<file path="config.mk">
export PLATFORM = sky130hd
export DESIGN_NAME = bvte_mul
export DESIGN_NICKNAME = d
export VERILOG_FILES = /design/src/sv/box_vertex_transform_engine_assert.svh /design/src/sv/bvte_pkg.sv /design/src/sv/bvte_mul.sv
export SDC_FILE = /design/constraint.sdc
export NUM_CORES = 2
export LEC_CHECK = 0
export BUFFER_PORTS_ARGS = -buffer_cell sky130_fd_sc_hd__buf_2
export CAP_MARGIN = 15
export CORE_ASPECT_RATIO = 0.9
export CORE_MARGIN = 2
export CORE_UTILIZATION = 53
export DETAILED_ROUTE_END_ITERATION = 16
export PLACE_DENSITY = 0.75
export SLEW_MARGIN = 40
export SYNTH_ARGS = -nofsm -noshare
export SYNTH_HDL_FRONTEND = slang
export SYNTH_SLANG_ARGS = --single-unit
</file>
<file path="constraint.sdc">
create_clock -name clk -period 10.2 [get_ports clk]
set_input_delay 1.02 -clock clk [delete_from_list [all_inputs] [get_ports clk]]
set_output_delay 1.02 -clock clk [all_outputs]
set_load 0.01 [all_outputs]
</file>
<file path="src/sv/box_vertex_transform_engine_assert.svh">
// Assertion macros for the box vertex transform engine.
// Used by box_vertex_transform_engine.sv; expects clk and arst_n in scope.
`ifndef BOX_VERTEX_TRANSFORM_ENGINE_ASSERT_SVH
`define BOX_VERTEX_TRANSFORM_ENGINE_ASSERT_SVH

// same-cycle implication
`define BVTE_ASSERT_NOW(lbl, ante, cons) \
	lbl: assert property (@(posedge clk) disable iff (!arst_n) (ante) |-> (cons)) \
		else $error("bvte: assertion failed");

// next-cycle implication
`define BVTE_ASSERT_NEXT(lbl, ante, cons) \
	lbl: assert property (@(posedge clk) disable iff (!arst_n) (ante) |=> (cons)) \
		else $error("bvte: assertion failed");

`endif

</file>
<file path="src/sv/bvte_pkg.sv">
// Package for the box vertex transform engine: sizes, codes, reset pattern,
// rounding and saturation helpers. No dependencies.
package bvte_pkg;

	localparam int NUM_VERTICES = 8;
	localparam int FRAC_BITS    = 16;
	localparam int IDX_W        = $clog2(NUM_VERTICES);
	localparam int SUM_W        = 32 + IDX_W;

	// shared multiplier operand and product widths
	localparam int OPA_W  = 34;
	localparam int OPB_W  = 20;
	localparam int PROD_W = OPA_W + OPB_W;
	localparam int WIDE_W = PROD_W + 2;

	// 1/sqrt(2) at FRAC_BITS precision, rounded
	localparam longint ISO_K30 = 64'd759250125;
	localparam longint ISO_K   = (ISO_K30 + (64'd1 << (29 - FRAC_BITS))) >> (30 - FRAC_BITS);
	localparam logic signed [WIDE_W-1:0] ONE_HALF = WIDE_W'(1) << (FRAC_BITS - 1);

	// command codes
	localparam logic [2:0] CMD_MOVE_PLUS  = 3'd0;
	localparam logic [2:0] CMD_MOVE_MINUS = 3'd1;
	localparam logic [2:0] CMD_ROT_CW     = 3'd2;
	localparam logic [2:0] CMD_ROT_CCW    = 3'd3;
	localparam logic [2:0] CMD_SCALE_UP   = 3'd4;
	localparam logic [2:0] CMD_SCALE_DOWN = 3'd5;

	// axis codes
	localparam logic [1:0] AXIS_X   = 2'd0;
	localparam logic [1:0] AXIS_Y   = 2'd1;
	localparam logic [1:0] AXIS_Z   = 2'd2;
	localparam logic [1:0] AXIS_BAD = 2'd3;

	// register indexes
	localparam logic [2:0] REG_SHIFT_STEP = 3'd0;
	localparam logic [2:0] REG_ROT_COS    = 3'd1;
	localparam logic [2:0] REG_ROT_SIN    = 3'd2;
	localparam logic [2:0] REG_SCALE_UP   = 3'd3;
	localparam logic [2:0] REG_SCALE_DOWN = 3'd4;

	// corner pattern, whole units
	function automatic logic [8:0] base_x(input logic [2:0] i);
		case (i)
			3'd1, 3'd2, 3'd5, 3'd6: return 9'd250;
			default:                return 9'd50;
		endcase
	endfunction

	function automatic logic [8:0] base_y(input logic [2:0] i);
		case (i)
			3'd0, 3'd1, 3'd4, 3'd5: return 9'd250;
			default:                return 9'd0;
		endcase
	endfunction

	function automatic logic [8:0] base_z(input logic [2:0] i);
		return i[2] ? 9'd50 : 9'd250;
	endfunction

	// mean of the reset corners, elaboration only
	function automatic longint cen_reset(input int ax);
		longint s;
		s = 0;
		for (int i = 0; i < NUM_VERTICES; i++) begin
			case (ax)
				0:       s = s + longint'(base_x(3'(i)));
				1:       s = s + longint'(base_y(3'(i)));
				default: s = s + longint'(base_z(3'(i)));
			endcase
		end
		return (s << FRAC_BITS) / NUM_VERTICES;
	endfunction

	localparam logic [31:0] CEN_X_RST = 32'(cen_reset(0));
	localparam logic [31:0] CEN_Y_RST = 32'(cen_reset(1));
	localparam logic [31:0] CEN_Z_RST = 32'(cen_reset(2));

	// round half up and drop the fraction
	function automatic logic signed [WIDE_W-1:0] rnd(input logic signed [WIDE_W-1:0] v);
		logic signed [WIDE_W-1:0] t;
		t = v + ONE_HALF;
		return t >>> FRAC_BITS;
	endfunction

	// clamp to signed 32 bits
	function automatic logic signed [31:0] sat32(input logic signed [WIDE_W-1:0] v);
		if (v > $signed({{(WIDE_W-32){1'b0}}, 32'h7FFF_FFFF}))
			return 32'sh7FFF_FFFF;
		else if (v < $signed({{(WIDE_W-32){1'b1}}, 32'h8000_0000}))
			return 32'sh8000_0000;
		else
			return v[31:0];
	endfunction

endpackage

</file>
<file path="src/sv/bvte_mul.sv">
// Shared signed multiplier with a registered product.
// Depends on bvte_pkg for operand widths.
module bvte_mul import bvte_pkg::*; (
	input  logic                     clk,
	input  logic signed [OPA_W-1:0]  a,
	input  logic signed [OPB_W-1:0]  b,
	output logic signed [PROD_W-1:0] prod_q
);

	// one product per cycle
	always_ff @(posedge clk) begin
		prod_q <= PROD_W'(a) * PROD_W'(b);
	end

endmodule

</file>
---- Word level (Yosys, flattened, before mapping) ----
Cells that the tools add are included.
storage, ports and cells
  bits in registers ....................... 54
  output and inout bits ................... 54
  logic and storage cells ................. 2
cells by class
  $mul .................................... 1
operators with widths
  kind                          count
  multiplier 34 x 20 -> 54 bit  1

---- Depth between registers and ports, before layout ----
  depth after elaboration ................. 1
  depth in mapped cells ................... 27
  gate-level depth less buffers ........... 26

---- Worst setup path before layout ----
Ideal clock, no wire load.
  path kind ............................... input-to-reg
  start ................................... input b[11]
  end ..................................... register prod_q[53]
  library setup time ...................... 72 ps
  arrival ................................. 7,371 ps
  required time ........................... 10,128 ps
  setup slack ............................. 2,757 ps
  stages on the path ...................... 27
  path buffers ............................ 3
  cells stage by stage .................... clkbuf_1 clkbuf_1 nand2_1 fa_1 inv_1 fa_1 inv_1 fa_1 inv_1 fa_1 fa_1 fa_1 inv_1 fa_1 inv_1 ha_1 clkbuf_1 a21oi_1 o21ai_1 a32o_1 a21boi_0 nand3_1 o2111ai_1 a21oi_1 or3_1 a21oi_1 xnor2_1
between the ends
  longest elaborated chain between the ends .. 1
ends and longest elaborated chain
  what                          RTL line        text
  start: declaration            bvte_mul.sv:6   input logic signed [OPB_W-1:0] b,
  multiplier 34 x 20 -> 54 bit  bvte_mul.sv:12  prod_q <= PROD_W'(a) * PROD_W'(b);
  end signal: assignment        bvte_mul.sv:12
  end: declaration              bvte_mul.sv:7   output logic signed [PROD_W-1:0] prod_q
Every way passes these cells.

---- Worst setup path in the final report ----
  start ................................... input b[19]
  end ..................................... register prod_q[53]
The elaborated chain is that of the path after synthesis.

==> metrics.txt <==
clk sinks 54; I/O pins 109; GRT Total Usage 28.6%; Die X between 200 and 250 um; hold-fix buffer count after cts 0; RSZ-0062 raised after global routing false; WL/cell 19.3 um; status finished clean; most frequent CP cell fa_1; max incr delay on CP 610 ps; GRT overflow 0; First DRT Iteration DRCs around 1,200; die height 209 um; yosys synthesis warning count 0; WP data required 10,480 ps; Cell Area, Synth 24,800 sq um; Crit Path Category in2reg; Synth Register Bits 54; Arr. time, crit path roughly 8600 ps; worst hold path class in2reg; Residual DRC 0; Core ar. around 46,000 sq um; Peak Freq 120 MHz; register area 1080 sq um; Synth top cells by count 725 x inv_1, 672 x fa_1, 353 x and2_1; Post-Syn Nets 3,565; CP Launch Type input pin; antenna violations before repair 9; share of layout cells above drive strength 1 4.96%; Synth top area share 54.1%; Initial Util 53.5%; Mapped Cells 2,703; Filler cells 4,041; full die area 48,600 sq um; post-DP HPWL 50,600 um; Max-slew headroom 40.0%; CTS Buffer Depth 2; clock buffer count from CTS 5; Cell Chain, Critical Path buf_2 > inv_1 > buf_4 > nor2_1 > fa_1 > fa_1 > fa_1 > fa_1 > fa_1 > fa_1 > inv_1 > fa_1 > inv_1 > ha_1 > o21a_1 > o21a_1 > o31a_1 > o311ai_2 > nand3_1 > o2111ai_1 > a21oi_1 > or3_1 > a21oi_1 > xnor2_1; Post-synth EDFFs 0; postcts setup bufs 0; vias per inst 5.30; clock transition time at the flip-flop clock pins of the worst setup and hold paths 90 ps; Max Slew Vio Count 0; Setup TNS 0 ps; area taken by multi-input logic gates roughly 20,000 sq um; Crit. End Element flop; Site Rows 75; Pre-antenna DRT Iters 5; Clock Root Buffer clkbuf_16; routed vias between 15,000 and 20,000; Post-Syn Area per Cell roughly 9.2 sq um; Top delay family on crit path adder cells; DRT Wirelength 63,900 um; PortBufs ~110; CP max-delay cell inv_1; Largest register FFs 54; post-CTS resize count 0; Final #Nets 3,545; gp weighted congestion 0.904; Layout area overhead 4.21%; area leader, netlist fa_1; Crit Path Max Fanout 16; crit share post-route around four fifths; max_cap viols 0; Async SR Flop Fraction 0%; top post-synthesis cells by area fa_1 54%, inv_1 11%, and2_1 8.9%; count of different cell masters after synthesis 50; CP bufs+invs 5; most frequent cell after synthesis inv_1; first-pass GRT wire length 107,000 um; CTS tree yes; pin count of the biggest net entering global routing 35; Synth Flop Type dfxtp_1; Layout Utilization 55.7%; Final Critical Period 8330 ps; sequential share of the synthesized area 4.35%; worst-margin pin slew 898 ps; largest registers prod_q x54; Max H-tree Level 2; Top reg by flops prod_q; final hold vios 0; final setup violating endpoints 0; antenna-violating nets left 0; vias in the first global route 20,200
## layer usage
metal | vias to the layer above | global-route usage [%] | share of wire (%)
met5 | - | 0 | 0.088
met4 | 8 | 8.93 | 3.0
met3 | 145 | 7.50 | 11
met2 | 805 | 46.5 | 47
met1 | 8962 | 37.7 | 39
li1 | 7603 | - | -
## area by class of cell
type | count | area share [%]
clock buffers | 6 | 0.536
multi-input cells | 1785 | 79.3
clock inverters | 2 | 0.0676
inverters | 725 | 10.5
diodes | 4 | 0.0387
flip-flops and latches | 54 | 4.17
repair buffers | 112 | 2.40
well taps | 616 | 2.98
## path summary, 6_finish.rpt
check	from	end	slack, ps	cells past startpoint
worst max-delay path	b[19]	prod_q[53]	1870	24
worst min-delay path	a[0]	prod_q[0]	1140	2
## placed cells by master, fill, tap and decap left out, types with 5 or more instances in the layout
cell type,count
inv_1,725
fa_1,672
and2_1,353
nand2_1,319
ha_1,135
buf_2,104
dfxtp_1,54
nor2_1,50
a21oi_1,50
xnor2_1,46
a21o_1,27
o21ai_0,16
nand3_1,13
xor2_1,11
nand2b_1,10
o21ai_1,8
nand4_1,6
o21a_1,6
a211oi_1,6
a31oi_1,5
nor3_1,5
clkbuf_16,5
buf_4,5
## logic make-up after synthesis
logic type | share of synthesized area [%]
buf+inv | 13.1
fa+ha+maj | 60.9
simple gates | 15.7
compound gates | 3.92
xor+xnor | 2.01
flops | 4.35
## metrics by stage
| step | hold slack [ps] | setup WS (ps) | instance area, sq um | cells |
|---|---|---|---|---|
| after floorplan | 1140 | 2760 | 24800 | 2703 |
| after global placement | 1410 | 1670 | 25600 | 3289 |
| after detailed placement | 1420 | 1600 | 25700 | 3289 |
| after CTS | 1130 | 1950 | 25800 | 3297 |
| after global routing | 1170 | 1550 | 25900 | 3302 |
| final | 1140 | 1870 | 25900 | 3304 |
Power is left out: the tool's default activity adds up to more than one toggle a clock period on the data nets, which glitch-free logic cannot reach.
